==> config.mk <==
export PLATFORM = sky130hd
export DESIGN_NAME = html_entity_escaper_top
export DESIGN_NICKNAME = d
export VERILOG_FILES = /design/src/sv/hee_pkg.sv /design/src/sv/hee_front.sv /design/src/sv/hee_cmd_fifo.sv /design/src/sv/hee_back.sv /design/src/sv/html_entity_escaper_top.sv
export SDC_FILE = /design/constraint.sdc
export NUM_CORES = 1
export LEC_CHECK = 0
export BUFFER_PORTS_ARGS = -buffer_cell sky130_fd_sc_hd__buf_2
export CORE_MARGIN = 5
export CORE_UTILIZATION = 40
export CTS_CLUSTER_SIZE = 25
export DETAILED_ROUTE_END_ITERATION = 16
export GPL_ROUTABILITY_DRIVEN = 0
export GPL_TIMING_DRIVEN = 0
export SYNTH_ARGS = -nofsm -noshare
export SYNTH_HDL_FRONTEND = slang
export SYNTH_SLANG_ARGS = --single-unit
export TNS_END_PERCENT = 1
==> constraint.sdc <==
create_clock -name clk -period 6.2 [get_ports clk]
set_input_delay 0.31 -clock clk [delete_from_list [all_inputs] [get_ports clk]]
set_output_delay 0.31 -clock clk [all_outputs]
set_load 0.01 [all_outputs]
==> src/sv/hee_pkg.sv <==
// Package for the HTML entity escaper: item structs, command format and
// the entity spelling table. No dependencies.
package hee_pkg;

	localparam logic [15:0] CAP_RESET   = 16'd256;
	localparam logic [2:0]  GUARD_BYTES = 3'd7;
	localparam logic [7:0]  PRINT_MIN   = 8'h20;
	localparam int          QDEPTH      = 4;
	localparam int          QPTR_W      = 2;

	typedef struct packed {
		logic [7:0] char_in;
		logic       end_of_text;
	} in_item_t;

	typedef struct packed {
		logic [7:0] out_byte;
		logic       last;
	} out_item_t;

	typedef enum logic [2:0] {
		KIND_NONE = 3'd0,
		KIND_CHAR = 3'd1,
		KIND_LT   = 3'd2,
		KIND_GT   = 3'd3,
		KIND_AMP  = 3'd4,
		KIND_QUOT = 3'd5,
		KIND_APOS = 3'd6
	} kind_t;

	// one queued request for the back end: an entity or plain byte, plus terminator
	typedef struct packed {
		kind_t      kind;
		logic [7:0] ch;
		logic       term;
	} cmd_t;

	function automatic logic [2:0] ent_len(input kind_t kind);
		logic [2:0] len;
		len = 3'd0;
		unique case (kind)
			KIND_NONE: len = 3'd0;
			KIND_CHAR: len = 3'd1;
			KIND_LT, KIND_GT: len = 3'd4;
			KIND_AMP, KIND_APOS: len = 3'd5;
			KIND_QUOT: len = 3'd6;
			default: len = 3'd0;
		endcase
		return len;
	endfunction

	function automatic logic [7:0] ent_byte(input kind_t kind, input logic [2:0] pos,
		input logic [7:0] ch);
		logic [7:0] b;
		b = 8'h00;
		if (pos == 3'd0 && kind != KIND_CHAR) begin
			b = "&";
		end else begin
			unique case (kind)
				KIND_CHAR: b = ch;
				KIND_LT: begin
					case (pos)
						3'd1: b = "l";
						3'd2: b = "t";
						default: b = ";";
					endcase
				end
				KIND_GT: begin
					case (pos)
						3'd1: b = "g";
						3'd2: b = "t";
						default: b = ";";
					endcase
				end
				KIND_AMP: begin
					case (pos)
						3'd1: b = "a";
						3'd2: b = "m";
						3'd3: b = "p";
						default: b = ";";
					endcase
				end
				KIND_QUOT: begin
					case (pos)
						3'd1: b = "q";
						3'd2: b = "u";
						3'd3: b = "o";
						3'd4: b = "t";
						default: b = ";";
					endcase
				end
				KIND_APOS: begin
					case (pos)
						3'd1: b = "#";
						3'd2: b = "3";
						3'd3: b = "9";
						default: b = ";";
					endcase
				end
				default: b = 8'h00;
			endcase
		end
		return b;
	endfunction

endpackage

==> src/sv/hee_front.sv <==
// Front end of the escaper: accepts text bytes, tracks count and stop state,
// classifies each byte into a back-end request. Depends on hee_pkg.
module hee_front import hee_pkg::*; #(
	parameter int COUNT_BITS = 16
) (
	input  logic     clk,
	input  logic     arst_n,
	input  logic     char_valid,
	output logic     char_stall,
	input  in_item_t char_item,
	input  logic     cfg_we,
	input  logic [15:0] cfg_wdata,
	input  logic     full,
	output logic     push,
	output cmd_t     push_cmd
);

	localparam int CMP_W = ((COUNT_BITS > 16) ? COUNT_BITS : 16) + 1;
	localparam int SUM_W = COUNT_BITS + 1;

	logic [15:0]           capacity_q;
	logic [COUNT_BITS-1:0] count_q;
	logic                  stopped_q;

	logic             accept;
	logic             is_zero;
	logic             room;
	logic             handle;
	kind_t            cls_kind;
	kind_t            emit_kind;
	logic [SUM_W-1:0] sum;

	assign char_stall = full;
	assign accept     = char_valid && !char_stall;
	assign is_zero    = (char_item.char_in == 8'h00);
	assign room       = (CMP_W'(count_q) + CMP_W'(GUARD_BYTES)) < CMP_W'(capacity_q);
	assign handle     = !stopped_q && !is_zero && room;

	always_comb begin
		case (char_item.char_in)
			"<":  cls_kind = KIND_LT;
			">":  cls_kind = KIND_GT;
			"&":  cls_kind = KIND_AMP;
			"\"": cls_kind = KIND_QUOT;
			"'":  cls_kind = KIND_APOS;
			default: cls_kind = (char_item.char_in >= PRINT_MIN) ? KIND_CHAR : KIND_NONE;
		endcase
	end

	assign emit_kind = handle ? cls_kind : KIND_NONE;
	assign sum       = SUM_W'(count_q) + SUM_W'(ent_len(emit_kind));

	assign push          = accept && (emit_kind != KIND_NONE || char_item.end_of_text);
	assign push_cmd.kind = emit_kind;
	assign push_cmd.ch   = char_item.char_in;
	assign push_cmd.term = char_item.end_of_text;

	always_ff @(posedge clk or negedge arst_n) begin
		if (!arst_n) begin
			capacity_q <= CAP_RESET;
		end else if (cfg_we) begin
			capacity_q <= cfg_wdata;
		end
	end

	always_ff @(posedge clk or negedge arst_n) begin
		if (!arst_n) begin
			count_q   <= '0;
			stopped_q <= 1'b0;
		end else if (accept) begin
			if (char_item.end_of_text) begin
				count_q   <= '0;
				stopped_q <= 1'b0;
			end else if (!stopped_q) begin
				if (is_zero) begin
					stopped_q <= 1'b1;
				end else if (room) begin
					if (sum[COUNT_BITS]) begin
						// saturate and stop; the entity already queued goes out whole
						count_q   <= '1;
						stopped_q <= 1'b1;
					end else begin
						count_q <= sum[COUNT_BITS-1:0];
					end
				end
			end
		end
	end

endmodule

==> src/sv/hee_cmd_fifo.sv <==
// Short request queue between front and back ends of the escaper.
// Depends on hee_pkg.
module hee_cmd_fifo import hee_pkg::*; (
	input  logic clk,
	input  logic arst_n,
	input  logic push,
	input  cmd_t push_cmd,
	output logic full,
	input  logic pop,
	output logic head_valid,
	output cmd_t head
);

	cmd_t              mem_q [QDEPTH];
	logic [QPTR_W-1:0] wr_ptr_q;
	logic [QPTR_W-1:0] rd_ptr_q;
	logic [QPTR_W:0]   fill_q;

	assign full       = (fill_q == (QPTR_W+1)'(QDEPTH));
	assign head_valid = (fill_q != '0);
	assign head       = mem_q[rd_ptr_q];

	always_ff @(posedge clk) begin
		if (push) begin
			mem_q[wr_ptr_q] <= push_cmd;
		end
	end

	always_ff @(posedge clk or negedge arst_n) begin
		if (!arst_n) begin
			wr_ptr_q <= '0;
			rd_ptr_q <= '0;
			fill_q   <= '0;
		end else begin
			if (push) begin
				wr_ptr_q <= wr_ptr_q + 1'b1;
			end
			if (pop) begin
				rd_ptr_q <= rd_ptr_q + 1'b1;
			end
			case ({push, pop})
				2'b10: fill_q <= fill_q + 1'b1;
				2'b01: fill_q <= fill_q - 1'b1;
				default: fill_q <= fill_q;
			endcase
		end
	end

endmodule

==> src/sv/hee_back.sv <==
// Back end of the escaper: spells each queued request out one byte per
// cycle into the output register unless it stalls. Depends on hee_pkg.
module hee_back import hee_pkg::*; (
	input  logic      clk,
	input  logic      arst_n,
	input  logic      head_valid,
	input  cmd_t      head,
	output logic      pop,
	output logic      esc_valid,
	input  logic      esc_stall,
	output out_item_t esc_item
);

	logic [2:0] pos_q;
	logic       out_valid_q;
	out_item_t  out_q;

	logic       advance;
	logic [2:0] len;
	logic [2:0] total;
	logic       final_byte;
	out_item_t  next_item;

	assign len        = ent_len(head.kind);
	assign total      = len + 3'(head.term);
	assign final_byte = (pos_q == total - 3'd1);
	assign advance    = head_valid && (!out_valid_q || !esc_stall);
	assign pop        = advance && final_byte;

	always_comb begin
		if (pos_q < len) begin
			next_item.out_byte = ent_byte(head.kind, pos_q, head.ch);
			next_item.last     = 1'b0;
		end else begin
			next_item.out_byte = 8'h00;
			next_item.last     = 1'b1;
		end
	end

	always_ff @(posedge clk or negedge arst_n) begin
		if (!arst_n) begin
			pos_q       <= '0;
			out_valid_q <= 1'b0;
		end else begin
			if (advance) begin
				pos_q       <= final_byte ? 3'd0 : pos_q + 3'd1;
				out_valid_q <= 1'b1;
			end else if (!esc_stall) begin
				out_valid_q <= 1'b0;
			end
		end
	end

	always_ff @(posedge clk) begin
		if (advance) begin
			out_q <= next_item;
		end
	end

	assign esc_valid = out_valid_q;
	assign esc_item  = out_q;

`ifndef SYNTHESIS
	// a request in progress stays at the queue head until its last byte
	a_pos_has_head: assert property (@(posedge clk) disable iff (!arst_n)
		pos_q != 3'd0 |-> head_valid)
		else $error("byte position set with no request at queue head");

	a_last_is_zero: assert property (@(posedge clk) disable iff (!arst_n)
		out_valid_q && out_q.last |-> out_q.out_byte == 8'h00)
		else $error("terminator carries a nonzero byte");

	a_pop_resets_pos: assert property (@(posedge clk) disable iff (!arst_n)
		pop |=> pos_q == 3'd0)
		else $error("byte position not cleared after request retired");

	a_pos_in_range: assert property (@(posedge clk) disable iff (!arst_n)
		head_valid |-> pos_q < total)
		else $error("byte position beyond request length");
`endif

endmodule

==> src/sv/html_entity_escaper_top.sv <==
// Top level of the HTML entity escaper: front end, request queue and back end.
// Depends on hee_pkg, hee_front, hee_cmd_fifo, hee_back.
//
// Usage:
//   Input channel char_valid/char_stall/char_item carries one text byte and
//   an end-of-text mark. Output channel esc_valid/esc_stall/esc_item carries
//   escaped bytes; the terminator (zero byte, last=1) ends each string.
//   cfg_we/cfg_wdata writes the output capacity; write it only while idle.
// Path: an accepted request is written into the queue, and the output
//   register then loads its first byte from the queue head, when the queue
//   was empty and the output was not stalled.
// Throughput: one item per cycle while each item yields at most one byte and
//   the output does not stall. An entity keeps the back end busy until all
//   its bytes, and a terminator if any, have gone out, since the output
//   register takes one byte per cycle; the four-entry queue absorbs short
//   bursts and the input stalls only when the queue is full.
// Reset: capacity returns to 256, the byte count and stop flag clear, the
//   queue empties and no output is valid.
// Output stall: the output register holds its byte, the back end pauses,
//   and the front end keeps taking items until the queue fills.
module html_entity_escaper_top import hee_pkg::*; #(
	parameter int COUNT_BITS = 16
) (
	input  logic        clk,
	input  logic        arst_n,
	input  logic        char_valid,
	output logic        char_stall,
	input  in_item_t    char_item,
	output logic        esc_valid,
	input  logic        esc_stall,
	output out_item_t   esc_item,
	input  logic        cfg_we,
	input  logic [15:0] cfg_wdata
);

	// requests between front end and queue
	logic push;
	cmd_t push_cmd;
	logic full;

	// queue head seen by the back end
	logic pop;
	logic head_valid;
	cmd_t head;

	// classify bytes, keep the running count, drop bytes past capacity
	hee_front #(
		.COUNT_BITS(COUNT_BITS)
	) u_front (
		.clk        (clk),
		.arst_n     (arst_n),
		.char_valid (char_valid),
		.char_stall (char_stall),
		.char_item  (char_item),
		.cfg_we     (cfg_we),
		.cfg_wdata  (cfg_wdata),
		.full       (full),
		.push       (push),
		.push_cmd   (push_cmd)
	);

	// hold requests so the front end runs ahead of multi-byte entities
	hee_cmd_fifo u_fifo (
		.clk        (clk),
		.arst_n     (arst_n),
		.push       (push),
		.push_cmd   (push_cmd),
		.full       (full),
		.pop        (pop),
		.head_valid (head_valid),
		.head       (head)
	);

	// spell out entities and terminators one byte per cycle, barring output stall
	hee_back u_back (
		.clk        (clk),
		.arst_n     (arst_n),
		.head_valid (head_valid),
		.head       (head),
		.pop        (pop),
		.esc_valid  (esc_valid),
		.esc_stall  (esc_stall),
		.esc_item   (esc_item)
	);

endmodule

---- Yosys cells after proc, flatten, opt, wreduce, memory -nomap -nowiden ----
Memories as Yosys holds them, arrays and structs flattened.
Index checks and enable logic that the tools add are counted.
storage, ports and cells
  register bits ........................... 53
  memories kept ........................... 1
  memory bits (writable) .................. 48
  bits of input ports ..................... 30
  latch bits .............................. 0
  memory bits (read-only) ................. 0
memories
  memory        depth  width  rd ports  clocked after memory_dff  wr ports  RTL line            source
  u_fifo.mem_q  4      12     1         0                         1         hee_cmd_fifo.sv:14  cmd_t mem_q [QDEPTH];
operators by class
  muxes and demuxes ....................... 29
  reduce and logical (&&, ||, !) cells .... 26
  equality and inequality tests ........... 29
  shift-type cells ........................ 0
  $mul .................................... 0
  bitwise operators ....................... 1
  add/subtract/negate cells ............... 9
  order comparisons ....................... 3
  div/mod/pow operators ................... 0
operators with widths
  kind                   number
  $mux 16                5
  $pmux 8 s6             1
  $eq 8x6->1 const B     5
  $pmux 7 s2             2
  $pmux 7 s4             1
  $eq 3x3->1 const B     8
  $pmux 3 s4             2
  $pmux 7 s3             1
  $eq 3x2->1 const B     6
  $add 16x3->17          1
  $add 16x3->17 const B  1
  $lt 17x16->1           1
  $pmux 3 s5             1
  $pmux 5 s3             1
  $mux 1                 11
  $reduce_or 2->1        5
  $eq 3x1->1 const B     3
  $ge 8x6->1 const B     1
  $logic_not 8->1        1
  $logic_and 1x1->1      7
  $add 3x1->3 const B    2
  $mux 3                 2
  $mux 6                 1
  $pmux 3 s2             1
  other kinds (17)       27

---- Longest topological paths before layout ----
  word-level depth ........................ 14
  gate-level depth with buffers ........... 23
  mapped depth without buffers ............ 21

---- By module ----
From an unflattened synthesis, not the netlist that was laid out.
unflattened totals
  cell total of the unflattened synthesis .. 534
  area total of the unflattened synthesis .. 5947.0 µm²
modules (own cells, without submodules)
  module        cells an instance  area an instance (µm²)  instances  seq. area each (µm²)
  hee_front     307                2608.8                  1          827.0
  hee_cmd_fifo  96                 2150.8                  1          1616.6
  hee_back      131                1187.4                  1          370.4

---- Worst setup path after synthesis ----
No wires, ideal clock.
  path type ............................... reg2reg
  from .................................... register u_front.count_q[3]
  to ...................................... register u_front.count_q[9]
  setup slack ............................. 1.276 ns
  clock period less this slack ............ 4.924 ns
  setup time .............................. 0.160 ns
  data arrival time ....................... 4.763 ns
  cell stages (with the launch flop) ...... 23
  cell sequence ........................... dfrtp_1 > clkbuf_1 > nand2_1 > or3_1 > nor3_1 > xor2_1 > ha_1 > nand3_1 > or3_1 > a2111oi_2 > nor3_2 > buf_2 > nand2_1 > a21oi_1 > ha_1 > fa_1 > a21oi_1 > nor3_1 > and2_1 > clkbuf_1 > a21o_1 > a31oi_1 > a311oi_1
between the ends
  longest elaborated chain between the ends .. 13
RTL lines
  element                                          RTL line         source
  start, declared                                  hee_front.sv:22  logic [COUNT_BITS-1:0] count_q;
  start signal, assigned                           hee_front.sv:83  count_q <= sum[COUNT_BITS-1:0];
  $add 16x3->17                                    hee_front.sv:36  assign room = (CMP_W'(count_q) + CMP_W'(GUARD_BYTES)) < CMP_W'(capacity_q);
  $lt 17x16->1                                     hee_front.sv:36
  $logic_and 1x1->1                                hee_front.sv:37  assign handle = !stopped_q && !is_zero && room;
  $mux 3                                           hee_front.sv:50  assign emit_kind = handle ? cls_kind : KIND_NONE;
  $eq 3x3->1 / $eq 3x2->1 (equally long branches)  hee_pkg.sv:41    unique case (kind)
  $reduce_or 2->1                                  hee_pkg.sv:41
  $pmux 3 s4                                       hee_pkg.sv:41
  $add 16x3->17                                    hee_front.sv:51  assign sum = SUM_W'(count_q) + SUM_W'(ent_len(emit_kind));
  $mux 16                                          hee_front.sv:78  if (sum[COUNT_BITS]) begin
  $mux 16                                          hee_front.sv:77  end else if (room) begin
  $mux 16                                          hee_front.sv:75  if (is_zero) begin
  $mux 16                                          hee_front.sv:74  end else if (!stopped_q) begin
  $mux 16                                          hee_front.sv:71  if (char_item.end_of_text) begin
Several ways; a longest one is shown, not always the timed one. The select of a mux whose other input is x is not followed.
A chain may end at the register's enable or synchronous reset.

---- Final worst setup path ----
Ends and elaborated chain as after synthesis.

==> flow_summary.ini <==
[critical_path]
timing.rr.start = u_front.count_q[3]
critPathKind = register to register
rrSetupSlack_ps = 530
crit_chain = clkbuf_1 > nand2_1 > or3_1 > nor3_1 > xor2_1 > ha_1 > nand3_1 > or3_1 > a2111oi_4 > nor3_4 > buf_2 > nand2_1 > a21oi_1 > ha_1 > fa_1 > a21oi_1 > nor3_1 > and2_1 > clkbuf_1 > a21o_1 > a31oi_1 > a311oi_1
r2r-end = u_front.count_q[9]
rr_worst_depth = 22
cp.required_ps = 6380
worst_path_max_delay_cell = a2111oi_4
cp-startpoint = u_front.count_q[3]
path_delay_family = simple AND/OR/NAND/NOR gates
path_max_fanout = 10
cp.arrival_ps = 5850
max_stage_delay_ps = 500
worstPathBufferInverterCount = 3
end_kind = register
start_kind = register

[yosys]
synth_nets = 563
synth_top_cell_area_share_pct = 30.92
synth_fa_ha_area_share_pct = 8.181
synth_compound_area_share_pct = 13.81
synth_xor_area_share_pct = 3.932
synth_edf_count = 57
muxShareOfSynthArea_pct = 5.469
yosysSeqAreaShare_pct = 50.82
ys_seq_elements = 101
synth_area_leader_cell = edfxtp_1
syn-cell-area_mm2 = 0.005537
synthSimpleGateAreaFrac_pct = 13.76
synthTopCellsByArea = edfxtp_1 (31%), dfrtp_1 (19%), ha_1 (7.5%)
yosysWarnings = 0
ys_top_cells_by_count = edfxtp_1 (57), nand2_1 (44), dfrtp_1 (43)
async_reset_ff_share_pct = 43.56
yosysMostFrequentCell = edfxtp_1
synth_top_family_by_area = compound AO/OA/AOI/OAI gates
ys_types = 64
synth_ff_type = edfxtp_1
synthCells = 498
syn_avg_cell_area_um2 = 11.12

[floorplan]
initial_core_util_pct = 40.36
die-area_mm2 = 0.01629
rows = 43
die_w_um = 127.7
core_mm2 = 0.01372
ios = 41
die_y_um = 127.7

[clocking]
cts_root_buf = clkbuf_16
cts_buffers = 9
cts_htree_levels = 3
cts.clk_slew.worst_paths_ps = 70
insertion_delay_ps = 350
clock-sinks = 101
cts_setup_buffers = 0
ctsLongestPathBuffers = 2
cts_tree = built

[layout]
synthToLayoutAreaGrowth_pct = 13.24
regArea_mm2 = 0.002814
nets = 614
fin_util_pct = 45.70
layout-drive-gt1-share_pct = 15.52
fillers = 1291
multi_input_area_mm2 = 0.002527
final_cell_area_mm2 = 0.006270
antennaDiodeCount = 0

[grt]
grtUsageTotal_pct = 15.08
overflow = 0
grt_max_degree = 45
grt_pass1_vias = 3910
antenna_found_initial = 0
grt_first_pass_wirelength_um = 19550

[worst_hold_path]
hold_path_class = primary input to asynchronous set/reset pin

[run]
drv_cap = 0

[routing]
wire_per_inst_um = 16.08
drtIter0Drc = 396
avgViaCountPerCell = 5.454
totalWireLength_um = 11800
drc = 0
via_count = 4003
ant_nets = 0
drtPass1Iterations = 5

[placed_design]
dpl.hpwl_um = 8582
io_buffers = 40
dpl_cell_area_mm2 = 0.005962

[sta]
fin_tns_setup_ps = 0
slew_violations = 0
fmax_mhz = 176.3
setup_viol = 0
fin_skew_ps = 7.858
rsz0062_at_grt = yes
tightest_slew_ps = 1275
period_share_pct = 91.47
slew_headroom_pct = 14.80
whs_ps = 133.5
period_needed_ps = 5671
hold_violations = 0

[power_and_ir_drop]
p_leak_nw = 2.552
power_density_mw_per_mm2 = 412.8
vdd_drop_max_v = 0.0002232
total_power_mw = 2.588

[status]
status = completed
[registers in the layout, summed over array words and instances (netlist names), 2 cells and up]
register,count
u_front.count_q,16
u_front.capacity_q,16
u_fifo.fill_q,3
u_fifo.wr_ptr_q,2
u_fifo.rd_ptr_q,2
u_back.pos_q,3
u_fifo.mem_q,48
u_back.esc_item,9
[logic make-up (layout without fill, tap and decap cells)]
| family | after synthesis | in the layout |
|---|---|---|
| flip-flops | 101 | 101 |
| buffers and inverters | 56 | 112 |
| adder cells (fa/ha/maj) | 35 | 35 |
| AO/OA/AOI/OAI | 115 | 115 |
| XOR/XNOR | 24 | 24 |
| multiplexers | 15 | 15 |
| AND/OR/NAND/NOR | 152 | 152 |
[per-stage QoR]
step	instances	setup WS, ps
after floorplan	498	1276
after global placement	718	375.4
after detailed placement	718	334.0
after CTS	734	325.2
after global routing	734	-52.99
final	734	528.8
[power breakdown]
part	internal [mW]	switching, mW
logic	0.440	0.630
clock network	0.280	0.267
registers	0.902	0.0698
[worst max path at each step]
stage / to / slack (ps) / cells past startpoint
after global placement: u_front.count_q[12] / 380 / 19
final: u_front.count_q[9] / 530 / 22
after CTS: u_front.count_q[12] / 330 / 19
after floorplan: u_front.count_q[9] / 1280 / 22
after detailed placement: u_front.count_q[12] / 330 / 19
after global routing: u_front.count_q[12] / -50 / 19
[repair_timing]
action | CTS | global route
hold buffers | 0 | 0
resized for setup | 0 | 3
setup endpoints to repair | 0 | 4
[worst register-to-register path: stages (launching register included)]
cell       delay, ps
dfrtp_1          320
clkbuf_1         290
nand2_1          230
or3_1            490
nor3_1           250
xor2_1           110
ha_1             280
nand3_1           70
or3_1            450
a2111oi_4        500
nor3_4           160
buf_2            230
nand2_1          100
a21oi_1           60
ha_1             250
fa_1             420
a21oi_1          340
nor3_1           140
and2_1           180
clkbuf_1         190
a21o_1           200
a31oi_1          180
a311oi_1          80
[layout by cell type (no fill, tap or decap), types with 12 or more instances in the layout]
cell type / netlist / routed
a21oi_1: 26 / 26
a31oi_1: 13 / 13
buf_2: 4 / 44
clkbuf_1: 13 / 14
dfrtp_1: 43 / 43
edfxtp_1: 57 / 57
ha_1: 33 / 33
inv_1: 36 / 36
mux4_2: 12 / 12
nand2_1: 44 / 44
nor2_1: 28 / 28
nor3_1: 23 / 23
o21ai_0: 22 / 22
xor2_1: 12 / 12
[per-layer routing]
layer | global-route usage, % | up-vias | share of wire [%]
met3 | 4.000 | 16 | 5.0
met4 | 4.057 | 0 | 1.3
li1 | - | 1950 | -
met5 | 0 | - | 0
met2 | 26.14 | 123 | 51
met1 | 18.70 | 1914 | 43
[final cells by class]
class / instances / area share [%]
sequential: 101 / 44.88
multi-input combinational: 341 / 40.31
clock buffer: 10 / 3.652
tap: 180 / 3.592
timing repair buffer: 40 / 3.193
inverter: 38 / 2.275
buffer: 18 / 1.277
clock inverter: 6 / 0.8182
(Power assumes the default switching activity.)
